--- src/sv/mts_pkg.sv ---
`default_nettype none
package mts_pkg;

  localparam int PITCH_W = 13;
  localparam int LEN_W   = 8;
  localparam int WHOLE_W = 18;
  localparam int DUR_W   = 19;
  localparam int COUNT_W = 7;
  localparam int CFG_IW  = 3;
  localparam int CFG_DW  = 18;

  // shared divider widths
  localparam int DIV_NW = 19;
  localparam int DIV_DW = 13;
  localparam int DIV_CW = $clog2(DIV_NW);

  localparam logic [1:0] OP_LOAD  = 2'd0;
  localparam logic [1:0] OP_START = 2'd1;
  localparam logic [1:0] OP_TICK  = 2'd2;

  localparam logic [1:0] CMD_NONE  = 2'd0;
  localparam logic [1:0] CMD_STOP  = 2'd1;
  localparam logic [1:0] CMD_DRIVE = 2'd2;

  localparam logic [CFG_IW-1:0] REG_NOTE_COUNT = 3'd0;
  localparam logic [CFG_IW-1:0] REG_WHOLE_NOTE = 3'd1;
  localparam logic [CFG_IW-1:0] REG_PITCH_MIN  = 3'd2;
  localparam logic [CFG_IW-1:0] REG_PITCH_MAX  = 3'd3;
  localparam logic [CFG_IW-1:0] REG_REST_PITCH = 3'd4;

  localparam logic [COUNT_W-1:0] RST_NOTE_COUNT = 7'd0;
  localparam logic [WHOLE_W-1:0] RST_WHOLE_NOTE = 18'd2000;
  localparam logic [PITCH_W-1:0] RST_PITCH_MIN  = 13'd31;
  localparam logic [PITCH_W-1:0] RST_PITCH_MAX  = 13'd4978;
  localparam logic [PITCH_W-1:0] RST_REST_PITCH = 13'd0;

  localparam logic [5:0] SPEED_LO   = 6'd25;
  localparam logic [5:0] SPEED_HI   = 6'd63;
  localparam logic [5:0] SPEED_SPAN = 6'd38;
  localparam logic [7:0] CTRL_FWD   = 8'h02;

  typedef struct packed {
    logic [1:0]             opcode;
    logic [5:0]             note_slot;
    logic [PITCH_W-1:0]     note_pitch;
    logic signed [LEN_W-1:0] note_length;
    logic                   restart_override;
  } in_word_t;

  typedef struct packed {
    logic [1:0] motor_cmd;
    logic [7:0] motor_control;
    logic       playing;
  } out_word_t;

  typedef struct packed {
    logic [PITCH_W-1:0]      pitch;
    logic signed [LEN_W-1:0] length;
  } note_entry_t;

  typedef struct packed {
    logic              start;
    logic [DIV_NW-1:0] dividend;
    logic [DIV_DW-1:0] divisor;
  } div_req_t;

  typedef struct packed {
    logic              done;
    logic [DIV_NW-1:0] quotient;
  } div_rsp_t;

endpackage
`default_nettype wire

--- src/sv/mts_ram.sv ---
`default_nettype none
module mts_ram #(
  parameter int WIDTH = 8,
  parameter int DEPTH = 16
) (
  input  wire logic                                   clk,
  input  wire logic                                   we,
  input  wire logic [(DEPTH > 1 ? $clog2(DEPTH) : 1)-1:0] waddr,
  input  wire logic [WIDTH-1:0]                       wdata,
  input  wire logic                                   re,
  input  wire logic [(DEPTH > 1 ? $clog2(DEPTH) : 1)-1:0] raddr,
  output logic [WIDTH-1:0]                            rdata
);

  logic [WIDTH-1:0] mem [DEPTH];
  logic [WIDTH-1:0] rdata_r;

  always_ff @(posedge clk) begin
    if (we) begin
      mem[waddr] <= wdata;
    end
    if (re) begin
      rdata_r <= mem[raddr];
    end
  end

  assign rdata = rdata_r;

endmodule
`default_nettype wire

--- src/sv/mts_div.sv ---
`default_nettype none
module mts_div (
  input  wire logic           clk,
  input  wire logic           rst_n,
  input  wire mts_pkg::div_req_t req,
  output mts_pkg::div_rsp_t   rsp
);
  import mts_pkg::*;

  logic              busy_r, busy_nxt;
  logic              done_r, done_nxt;
  logic [DIV_CW-1:0] cnt_r, cnt_nxt;
  logic [DIV_DW:0]   rem_r, rem_nxt;
  logic [DIV_NW-1:0] quo_r, quo_nxt;
  logic [DIV_DW-1:0] dvs_r, dvs_nxt;
  logic [DIV_DW:0]   trial;
  logic              ge;

  // restoring division, one quotient bit per cycle
  always_comb begin
    busy_nxt = busy_r;
    done_nxt = 1'b0;
    cnt_nxt  = cnt_r;
    rem_nxt  = rem_r;
    quo_nxt  = quo_r;
    dvs_nxt  = dvs_r;
    trial    = {rem_r[DIV_DW-1:0], quo_r[DIV_NW-1]};
    ge       = trial >= {1'b0, dvs_r};
    if (req.start) begin
      busy_nxt = 1'b1;
      cnt_nxt  = DIV_CW'(DIV_NW - 1);
      rem_nxt  = '0;
      quo_nxt  = req.dividend;
      dvs_nxt  = req.divisor;
    end else if (busy_r) begin
      rem_nxt = ge ? trial - {1'b0, dvs_r} : trial;
      quo_nxt = {quo_r[DIV_NW-2:0], ge};
      cnt_nxt = cnt_r - DIV_CW'(1);
      if (cnt_r == '0) begin
        busy_nxt = 1'b0;
        done_nxt = 1'b1;
      end
    end
  end

  always_ff @(posedge clk) begin
    if (!rst_n) begin
      busy_r <= 1'b0;
      done_r <= 1'b0;
      cnt_r  <= '0;
    end else begin
      busy_r <= busy_nxt;
      done_r <= done_nxt;
      cnt_r  <= cnt_nxt;
    end
    rem_r <= rem_nxt;
    quo_r <= quo_nxt;
    dvs_r <= dvs_nxt;
  end

  assign rsp.done     = done_r;
  assign rsp.quotient = quo_r;

endmodule
`default_nettype wire

--- src/sv/melody_to_motor_sequencer.sv ---
// melody_to_motor_sequencer: plays a note table as motor drive/stop writes
//
// input channel (in_valid/in_ready/in_word): load, start and 1 ms tick
// words. Every accepted word gives exactly one result word on the output
// channel (out_valid/out_ready/out_word), in order.
// config port (cfg_we/cfg_index/cfg_wdata): register writes, taken at any
// edge with cfg_we high, meant only while the block is idle.
// one word is processed at a time. Load, start, idle or counting ticks pass
// from acceptance through S_PUSH into the result register. A tick whose
// countdown expires reads the note table, runs the shared one bit per cycle
// divider for the note duration (unless the length is zero) and, for a
// sounding note with pmax above pmin, again for the pitch to speed mapping.
// a finished result sits in an output register; the next word is accepted
// while it waits for out_ready, and its own result holds until the output
// register frees up.
// reset: configuration returns to defaults, playback stops, the output is
// empty. The note table keeps whatever it held and needs no clearing.
`default_nettype none
module melody_to_motor_sequencer #(
  parameter int MAX_NOTES = 64
) (
  input  wire logic                          clk,
  input  wire logic                          rst_n,
  input  wire logic                          in_valid,
  output logic                               in_ready,
  input  wire mts_pkg::in_word_t             in_word,
  output logic                               out_valid,
  input  wire logic                          out_ready,
  output mts_pkg::out_word_t                 out_word,
  input  wire logic                          cfg_we,
  input  wire logic [mts_pkg::CFG_IW-1:0]    cfg_index,
  input  wire logic [mts_pkg::CFG_DW-1:0]    cfg_wdata
);
  import mts_pkg::*;

  localparam int AW = (MAX_NOTES > 1) ? $clog2(MAX_NOTES) : 1;
  localparam int PW = $clog2(MAX_NOTES + 1);

  localparam logic [2:0] S_IDLE    = 3'd0;
  localparam logic [2:0] S_FETCH   = 3'd1;
  localparam logic [2:0] S_DIV_DUR = 3'd2;
  localparam logic [2:0] S_NOTE    = 3'd3;
  localparam logic [2:0] S_DIV_SPD = 3'd4;
  localparam logic [2:0] S_PUSH    = 3'd5;

  logic [COUNT_W-1:0] count_r;
  logic [WHOLE_W-1:0] whole_r;
  logic [PITCH_W-1:0] pmin_r, pmax_r, rest_r;

  logic [2:0]       state_r, state_nxt;
  logic [PW-1:0]    pos_r, pos_nxt;
  logic [DUR_W-1:0] wait_r, wait_nxt;
  logic [DUR_W-1:0] dur_r, dur_nxt;
  logic             pause_r, pause_nxt;
  logic             playing_r, playing_nxt;
  logic [1:0]       res_cmd_r, res_cmd_nxt;
  logic [7:0]       res_ctrl_r, res_ctrl_nxt;
  logic             out_valid_r, out_valid_nxt;
  out_word_t        out_word_r, out_word_nxt;

  logic              mem_we, mem_re;
  logic [AW-1:0]     mem_waddr, mem_raddr;
  note_entry_t       mem_wdata, ent;
  div_req_t          div_req;
  div_rsp_t          div_rsp;

  logic [31:0]        slot_ext, count_eff;
  logic               slot_ok, at_end;
  logic [DUR_W-1:0]   wait_dec;
  logic [LEN_W-1:0]   len_mag;
  logic [PITCH_W-1:0] pitch_c, pitch_off, pitch_span;
  logic [DIV_NW-1:0]  spd_num;
  logic [5:0]         speed;

  mts_ram #(
    .WIDTH ($bits(note_entry_t)),
    .DEPTH (MAX_NOTES)
  ) u_table (
    .clk   (clk),
    .we    (mem_we),
    .waddr (mem_waddr),
    .wdata (mem_wdata),
    .re    (mem_re),
    .raddr (mem_raddr),
    .rdata (ent)
  );

  mts_div u_div (
    .clk   (clk),
    .rst_n (rst_n),
    .req   (div_req),
    .rsp   (div_rsp)
  );

  always_ff @(posedge clk) begin
    if (!rst_n) begin
      count_r <= RST_NOTE_COUNT;
      whole_r <= RST_WHOLE_NOTE;
      pmin_r  <= RST_PITCH_MIN;
      pmax_r  <= RST_PITCH_MAX;
      rest_r  <= RST_REST_PITCH;
    end else if (cfg_we) begin
      unique case (cfg_index)
        REG_NOTE_COUNT: count_r <= cfg_wdata[COUNT_W-1:0];
        REG_WHOLE_NOTE: whole_r <= cfg_wdata[WHOLE_W-1:0];
        REG_PITCH_MIN:  pmin_r  <= cfg_wdata[PITCH_W-1:0];
        REG_PITCH_MAX:  pmax_r  <= cfg_wdata[PITCH_W-1:0];
        REG_REST_PITCH: rest_r  <= cfg_wdata[PITCH_W-1:0];
        default: ;
      endcase
    end
  end

  assign slot_ext  = 32'(in_word.note_slot);
  assign slot_ok   = slot_ext < MAX_NOTES;
  assign mem_waddr = slot_ext[AW-1:0];
  assign mem_wdata = '{pitch: in_word.note_pitch, length: in_word.note_length};
  assign mem_raddr = pos_r[AW-1:0];

  assign count_eff = (32'(count_r) > MAX_NOTES) ? MAX_NOTES : 32'(count_r);
  assign at_end    = 32'(pos_r) >= count_eff;
  assign wait_dec  = (wait_r != '0) ? wait_r - DUR_W'(1) : wait_r;

  // dotted lengths divide by the magnitude
  assign len_mag    = ent.length[LEN_W-1] ? (~ent.length + LEN_W'(1)) : ent.length;
  assign pitch_c    = (ent.pitch < pmin_r) ? pmin_r :
                      (ent.pitch > pmax_r) ? pmax_r : ent.pitch;
  assign pitch_off  = pitch_c - pmin_r;
  assign pitch_span = pmax_r - pmin_r;
  assign spd_num    = DIV_NW'(pitch_off) * DIV_NW'(SPEED_SPAN);
  assign speed      = div_rsp.quotient[5:0] + SPEED_LO;

  assign in_ready = (state_r == S_IDLE);

  always_comb begin
    state_nxt     = state_r;
    pos_nxt       = pos_r;
    wait_nxt      = wait_r;
    dur_nxt       = dur_r;
    pause_nxt     = pause_r;
    playing_nxt   = playing_r;
    res_cmd_nxt   = res_cmd_r;
    res_ctrl_nxt  = res_ctrl_r;
    out_valid_nxt = out_valid_r & ~out_ready;
    out_word_nxt  = out_word_r;
    mem_we        = 1'b0;
    mem_re        = 1'b0;
    div_req       = '0;

    unique case (state_r)
      S_IDLE: begin
        if (in_valid) begin
          state_nxt    = S_PUSH;
          res_cmd_nxt  = CMD_NONE;
          res_ctrl_nxt = '0;
          case (in_word.opcode)
            OP_LOAD: mem_we = slot_ok;
            OP_START: begin
              if (!playing_r || in_word.restart_override) begin
                pos_nxt     = '0;
                dur_nxt     = '0;
                wait_nxt    = '0;
                pause_nxt   = 1'b0;
                playing_nxt = 1'b1;
              end
            end
            OP_TICK: begin
              if (!playing_r) begin
                res_cmd_nxt = CMD_STOP;
              end else if (at_end) begin
                pos_nxt     = '0;
                playing_nxt = 1'b0;
                res_cmd_nxt = CMD_STOP;
              end else begin
                wait_nxt = wait_dec;
                if (wait_dec == '0) begin
                  mem_re    = 1'b1;
                  state_nxt = S_FETCH;
                end
              end
            end
            default: ;
          endcase
        end
      end
      S_FETCH: begin
        // zero length keeps the previous duration
        if (ent.length != '0) begin
          div_req.start    = 1'b1;
          div_req.dividend = DIV_NW'(whole_r);
          div_req.divisor  = DIV_DW'(len_mag);
          state_nxt        = S_DIV_DUR;
        end else begin
          state_nxt = S_NOTE;
        end
      end
      S_DIV_DUR: begin
        if (div_rsp.done) begin
          dur_nxt   = ent.length[LEN_W-1] ?
                      div_rsp.quotient + (div_rsp.quotient >> 1) : div_rsp.quotient;
          state_nxt = S_NOTE;
        end
      end
      S_NOTE: begin
        wait_nxt = dur_r >> 1;
        if (pause_r) begin
          res_cmd_nxt  = CMD_STOP;
          res_ctrl_nxt = '0;
          pause_nxt    = 1'b0;
          pos_nxt      = pos_r + PW'(1);
          state_nxt    = S_PUSH;
        end else begin
          pause_nxt = 1'b1;
          if (ent.pitch == rest_r) begin
            res_cmd_nxt  = CMD_NONE;
            res_ctrl_nxt = '0;
            state_nxt    = S_PUSH;
          end else if (pmax_r <= pmin_r) begin
            res_cmd_nxt  = CMD_DRIVE;
            res_ctrl_nxt = {SPEED_LO, 2'b00} | CTRL_FWD;
            state_nxt    = S_PUSH;
          end else begin
            div_req.start    = 1'b1;
            div_req.dividend = spd_num;
            div_req.divisor  = pitch_span;
            state_nxt        = S_DIV_SPD;
          end
        end
      end
      S_DIV_SPD: begin
        if (div_rsp.done) begin
          res_cmd_nxt  = CMD_DRIVE;
          res_ctrl_nxt = {speed, 2'b00} | CTRL_FWD;
          state_nxt    = S_PUSH;
        end
      end
      S_PUSH: begin
        // wait for the output register to free up
        if (!out_valid_r || out_ready) begin
          out_valid_nxt = 1'b1;
          out_word_nxt  = '{motor_cmd: res_cmd_r, motor_control: res_ctrl_r,
                            playing: playing_r};
          state_nxt     = S_IDLE;
        end
      end
      default: state_nxt = S_IDLE;
    endcase
  end

  always_ff @(posedge clk) begin
    if (!rst_n) begin
      state_r     <= S_IDLE;
      pos_r       <= '0;
      wait_r      <= '0;
      dur_r       <= '0;
      pause_r     <= 1'b0;
      playing_r   <= 1'b0;
      out_valid_r <= 1'b0;
    end else begin
      state_r     <= state_nxt;
      pos_r       <= pos_nxt;
      wait_r      <= wait_nxt;
      dur_r       <= dur_nxt;
      pause_r     <= pause_nxt;
      playing_r   <= playing_nxt;
      out_valid_r <= out_valid_nxt;
    end
    res_cmd_r  <= res_cmd_nxt;
    res_ctrl_r <= res_ctrl_nxt;
    out_word_r <= out_word_nxt;
  end

  assign out_valid = out_valid_r;
  assign out_word  = out_word_r;

endmodule
`default_nettype wire

--- config.mk ---
export PLATFORM = sky130hd
export DESIGN_NAME = melody_to_motor_sequencer
export DESIGN_NICKNAME = d
export VERILOG_FILES = /design/src/sv/mts_pkg.sv /design/src/sv/mts_ram.sv /design/src/sv/mts_div.sv /design/src/sv/melody_to_motor_sequencer.sv
export SDC_FILE = /design/constraint.sdc
export NUM_CORES = 2
export LEC_CHECK = 0
export ABC_CLOCK_PERIOD_IN_PS = 7400
export BUFFER_PORTS_ARGS = -buffer_cell sky130_fd_sc_hd__buf_4
export CAP_MARGIN = 40
export CELL_PAD_IN_SITES_DETAIL_PLACEMENT = 1
export CELL_PAD_IN_SITES_GLOBAL_PLACEMENT = 2
export CORE_UTILIZATION = 45
export CTS_CLUSTER_DIAMETER = 60
export DETAILED_ROUTE_END_ITERATION = 6
export PLACE_DENSITY_LB_ADDON = 0.3
export RECOVER_POWER = 50
export SYNTH_ARGS = -nofsm -noshare
export SYNTH_HDL_FRONTEND = slang
export SYNTH_HIERARCHICAL = 1
export SYNTH_SLANG_ARGS = --single-unit
--- constraint.sdc ---
create_clock -name clk -period 7.4 [get_ports clk]
set_input_delay 0.74 -clock clk [delete_from_list [all_inputs] [get_ports clk]]
set_output_delay 0.74 -clock clk [all_outputs]
set_load 0.01 [all_outputs]
; Word level (Yosys, flattened, before mapping)
; Memory sizes are Yosys's and may differ from the RTL's. A register that Yosys moved wholly into a read port is not among the register bits.
; Cells that the tools add are included.
[word_totals]
ramBits = 1344
ff_bits = 188
mem_count = 1
[memory_table]
columns = name, depth, word_bits, read_ports, rd_ports_with_merged_regs, wr, line_no
row1 = u_table.mem, 64, 21, 1, 1, 1, mts_ram.sv:15  ; logic [WIDTH-1:0] mem [DEPTH];
[classes]
n_lt_le_gt_ge = 7
n_reduce_logical = 31
addsub = 9
mul = 1
muxes = 87
n_eq_ne = 26
bitwise_logic = 5
[ops]
columns = operator, n
row1 = 19-bit two-way mux, 11
row2 = 33-bit two-way mux, 4
row3 = 19-bit one-hot mux with 2 select lines, 3
row4 = 33-bit one-hot mux with 2 select lines, 1
row5 = 8-bit two-way mux, 6
row6 = 7-bit two-way mux, 6
row7 = 13-bit two-way mux, 3
row8 = 13-bit subtractor, 3
row9 = 1-bit two-way mux, 31
row10 = 7-bit one-hot mux with 2 select lines, 2
row11 = 3-bit two-way mux, 8
row12 = 8-bit one-hot mux with 3 select lines, 1
row13 = 19-bit by 18-bit adder with 19-bit output, 1
row14 = 19-bit logical NOT, 1
row15 = 19-bit nonzero test, 1
row16 = 19-bit by 1-bit subtractor with 19-bit output (second input constant), 1
row17 = 13-bit by 5-bit multiplier with 18-bit output (second input constant), 1
row18 = 3-bit one-hot mux with 6 select lines, 1
row19 = 4-bit AND reduction, 4
row20 = 14-bit by 13-bit greater-or-equal comparator with 1-bit output, 1
row21 = 13-bit == test, 1
row22 = 13-bit greater-than comparator, 1
row23 = 13-bit less-or-equal comparator, 1
row24 = 13-bit less-than comparator, 1
row25 = 38 further kinds, 72

; Logic depth before layout (Yosys ltp)
[logic_depth]
ltp_word = 10
ltp_mapped = 33

; Cells and area by module
; Netlist, hierarchy kept.
[by_module_without_submodules]
columns = module, n_inst, area_each_um2, seq_area_each_um2, cells_each
row1 = mts_ram, 1, 52246.4, 40989.3, 2331
row2 = melody_to_motor_sequencer, 1, 10585.2, 2792.7, 1354
row3 = mts_div, 1, 2837.7, 1361.3, 263

; Worst setup path after synthesis
; No wires, ideal clock.
[synth_timing]
path_type = register -> register
start = register u_table.rdata_r[19] (netlist: u_table/rdata[19]) (read register of u_table.mem)
end = register u_div.quo_r[18] (data pin)
required_time_ps = 7140
slack_ps = 633
path_stages_with_launch = 33
period_less_slack_ps = 6767
setup_ps = 260
t_arrival_ps = 6508
cell_sequence = edfxtp_1 ha_1 nand4_1 nor3_1 a21boi_0 nor3_1 a41oi_1 buf_2 nand2_1 o211ai_1 o21ai_0 ha_1 fa_1 nor2b_1 o31a_1 o21ai_0 nand2b_1 xnor2_1 inv_1 ha_1 inv_1 fa_1 inv_1 ha_1 o21a_1 o21ai_0 a21oi_1 o41ai_1 o21ai_0 a31oi_1 nor2b_1 o211a_1 mux2_2
[synth_rtl]
columns = item, line_no
row1 = start: declaration, mts_ram.sv:16  ; logic [WIDTH-1:0] rdata_r;
row2 = end signal: assignment, mts_div.sv:57  ; quo_r <= quo_nxt;
row3 = end: declaration, mts_div.sv:14  ; logic [DIV_NW-1:0] quo_r, quo_nxt;

==> impl_metrics.env <==
export IMPL_status="complete, but fails checks"
export IMPL_violations="capacitance limit, slew limit"
export IMPL_die_area_um2=147000
export IMPL_ys_warn_count=6
export IMPL_r2r_slack_ns=0.59
export IMPL_whs_path_depth=2
export IMPL_ff_latch_area_um2=45200
export IMPL_netlist_area_um2=65700
export IMPL_htreeDepth=4
export IMPL_ys_flop_type="edfxtp_1"
export IMPL_cts_hold_buf=0
export IMPL_ant_nets=0
export IMPL_gr_total_overflow=0
export IMPL_grt_max_degree=92
export IMPL_crit_path_frequent_cell="ha_1"
export IMPL_whs_ns=0.165
export IMPL_drc_errors=0
export IMPL_clockBufferDepth=3
export IMPL_power_leakage_nw=23.6
export IMPL_rr_startpoint="u_table/rdata[19]"
export IMPL_grt_pass1_vias=38400
export IMPL_syn_inst=3948
export IMPL_drive_gt1_share_pct=19.8
export IMPL_finalSetupViolCount=0
export IMPL_n_fill_cell=13300
export IMPL_report_final_slew_viol_count=1479
export IMPL_yosysSeqAreaShare_pct=68.7
export IMPL_peakVddDrop_mv=0.237
export IMPL_antenna_found_initial=10
export IMPL_path_clk_slew_ns=0.05
export IMPL_worst_path_max_delay_cell="fa_1"
export IMPL_cp_required_ns=7.93
export IMPL_io_buffer_count=67
export IMPL_rsz0062_at_grt="no"
export IMPL_gp_congestion=0.854
export IMPL_worstHoldStart="in_word[29]"
export IMPL_rows=139
export IMPL_cts_tree="built"
export IMPL_clock_latency_ns=0.80
export IMPL_grt_use_met1_pct=32.3
export IMPL_postSynthAreaPerCell_um2=16.6
export IMPL_r2r_cells=28
export IMPL_wl_um=179000
export IMPL_numCtsBuffers=168
export IMPL_fin_util_pct=51.8
export IMPL_grt_usage_pct=24.4
export IMPL_busiest_layer="met2"
export IMPL_fin_worst_skew_ns=0.0567
export IMPL_grt_first_pass_wirelength_um=262000
export IMPL_synthDistinctLibCells=89
export IMPL_fin_crit_ns=6.81
export IMPL_maxSlewHeadroom_pct=-124
export IMPL_cp_arrival_ns=7.35
export IMPL_ys_ff_latch=1548
export IMPL_die_w_um=384
export IMPL_multi_input_area_um2=19400
export IMPL_end_kind="flop"
export IMPL_nets=4289
export IMPL_area_delta_synth_final_pct=13.7
export IMPL_hpwl_um=110000
export IMPL_min_to="playing_r"
export IMPL_wl_per_cell_um=29.1
export IMPL_finalHoldViolCount=0
export IMPL_cp_max_fo=6
export IMPL_cts_root_buf="clkbuf_16"
export IMPL_synthArstFlopShare_pct=0
export IMPL_cap_viol_max_count=25
export IMPL_die_h_um=384
export IMPL_hold_class="in -> reg"
export IMPL_clock_sinks=1548
export IMPL_first_pass_iters=5
export IMPL_regToRegEndpoint="u_div/quo_r[15]"
export IMPL_ios=69
export IMPL_critPathMaxStageDelay_ns=0.46
export IMPL_initial_core_util_pct=45.5
export IMPL_core_area_um2=144000
export IMPL_tightestPinTransition_ns=3.35
export IMPL_fin_crit_sh_pct=92.1
export IMPL_num_vias=36900
export IMPL_start_kind="flop"
export IMPL_vias_per_cell=6.01
export IMPL_maxClockFrequency_mhz=147
export IMPL_place_area_um2=69200
export IMPL_grt_met3_usage_pct=3.38
export IMPL_crit_type="reg -> reg"
export IMPL_grtUsageMet2_pct=41.1
export IMPL_drt_iter0_drc=2899
export IMPL_final_area_um2=74700
export IMPL_synth_edff_count=1414
export IMPL_syn_nets=4143
export IMPL_p_per_area_nw_per_um2=297
[logic make-up after synthesis]
kind of cell | count (synthesis) | synth area share (%)
fa+ha+maj | 139 | 2.80
other cells | 1 | 0.00571
simple gates | 711 | 5.15
xor+xnor | 89 | 1.19
flops | 1548 | 68.7
mux | 515 | 13.5
compound gates | 632 | 6.41
buf+inv | 313 | 2.21
[sequential cells by signal, indices dropped and copies added (netlist names)]
signal / cells
u_table/mem: 1344
u_table/rdata: 21
u_div/quo_r: 19
wait_r: 19
dur_r: 18
whole_r: 18
pmax_r: 13
pmin_r: 13
rest_r: 13
u_div/dvs_r: 13
u_div/rem_r: 13
out_word: 9
count_r: 7
pos_r: 7
res_ctrl_r: 7
u_div/cnt_r: 5
state_r: 3
out_valid: 1
pause_r: 1
playing_r: 1
res_cmd_r: 1
u_div/busy_r: 1
u_div/done_r: 1
[Yosys cell counts, drive strengths merged (48+ instances only)]
cell type / number / area (µm²)
nand2: 208 / 781
a21oi: 143 / 731
ha: 126 / 1580
a22oi: 56 / 420
buf: 98 / 647
mux4: 292 / 6580
xnor2: 48 / 420
edfxtp: 1414 / 42500
clkbuf: 115 / 432
o21ai: 113 / 566
inv: 100 / 375
dfxtp: 134 / 2680
mux2i: 182 / 1820
nor2: 218 / 818
[area by class of cell]
type | count | area share [%]
antenna | 3 | 0.0101
clock buffer | 195 | 5.89
clock inverter | 112 | 1.52
inverter | 100 | 0.504
multi-input combinational | 2087 | 26.0
sequential | 1548 | 60.5
tap | 1903 | 3.19
timing repair buffer | 189 | 2.36
[worst max-delay path, delay by kind of cell, from the launching register on]
kind	cells	cell delay (ns)
AOI/OAI and AO/OA	12	2.53
xor gates and xnor gates	2	0.42
adders and majority gates	5	1.74
DFF	1	0.41
muxes	2	0.51
and+or+nand+nor	7	0.99
[worst max-delay path by stage]
stage	from	to	slack, ns	cells past startpoint
finish	u_table/rdata[19]	u_div/quo_r[15]	0.59	28
detailed placement	u_table/rdata[19]	u_div/quo_r[18]	-0.0009	32
floorplan	u_table/rdata[19]	u_div/quo_r[18]	0.63	32
global placement	u_table/rdata[17]	u_div/quo_r[18]	0.18	32
global route	pmax_r[12]	u_div/quo_r[16]	0.02	33
CTS	u_table/rdata[19]	u_div/quo_r[18]	0.01	32
[per-stage QoR]
stage,setup TNS (ns),power [mW],cells,worst slack (ns)
after floorplan,0,12.9,3948,0.633
after global placement,0,13.8,5787,0.180
after detailed placement,-0.000937,13.9,5825,-0.000937
after CTS,0,22.3,6132,0.0103
after global routing,0,23.1,6134,0.0228
final,0,22.2,6137,0.586
[layer usage]
layer / up-vias / part of all wire, %
met3: 302 / 5.0
met4: 10 / 3.7
li1: 16000 / -
met5: - / 0.033
met1: 19500 / 41
met2: 1090 / 50
[where the power goes]
| group | internal [mW] | leakage (nW) | switching (mW) |
|---|---|---|---|
| Sequential | 9.84 | 13.8 | 0.256 |
| Combinational | 1.43 | 7.07 | 2.23 |
| Clock | 4.88 | 2.70 | 3.52 |
[layout by cell type (no fill, tap or decap), types with 41 or more instances in the layout]
| cell type | instances |
|---|---|
| nor3_1 | 41 |
| nand3_1 | 44 |
| xnor2_1 | 48 |
| mux2i_1 | 182 |
| a21oi_1 | 139 |
| o21ai_0 | 100 |
| buf_4 | 106 |
| mux4_2 | 292 |
| inv_1 | 99 |
| nor2_1 | 155 |
| dfxtp_1 | 129 |
| edfxtp_1 | 1414 |
| xor2_1 | 41 |
| nand2_1 | 208 |
| clkbuf_16 | 172 |
| ha_1 | 126 |
| mux2_2 | 41 |
| a22oi_1 | 56 |
| o22ai_1 | 46 |
| clkbuf_1 | 63 |
[what timing repair did]
item,4_1_cts,5_1_grt
resized for setup,0,8
setup buffers,0,2
setup endpoints to repair,0,7
Note: power is estimated with default switching activity, not from simulation.
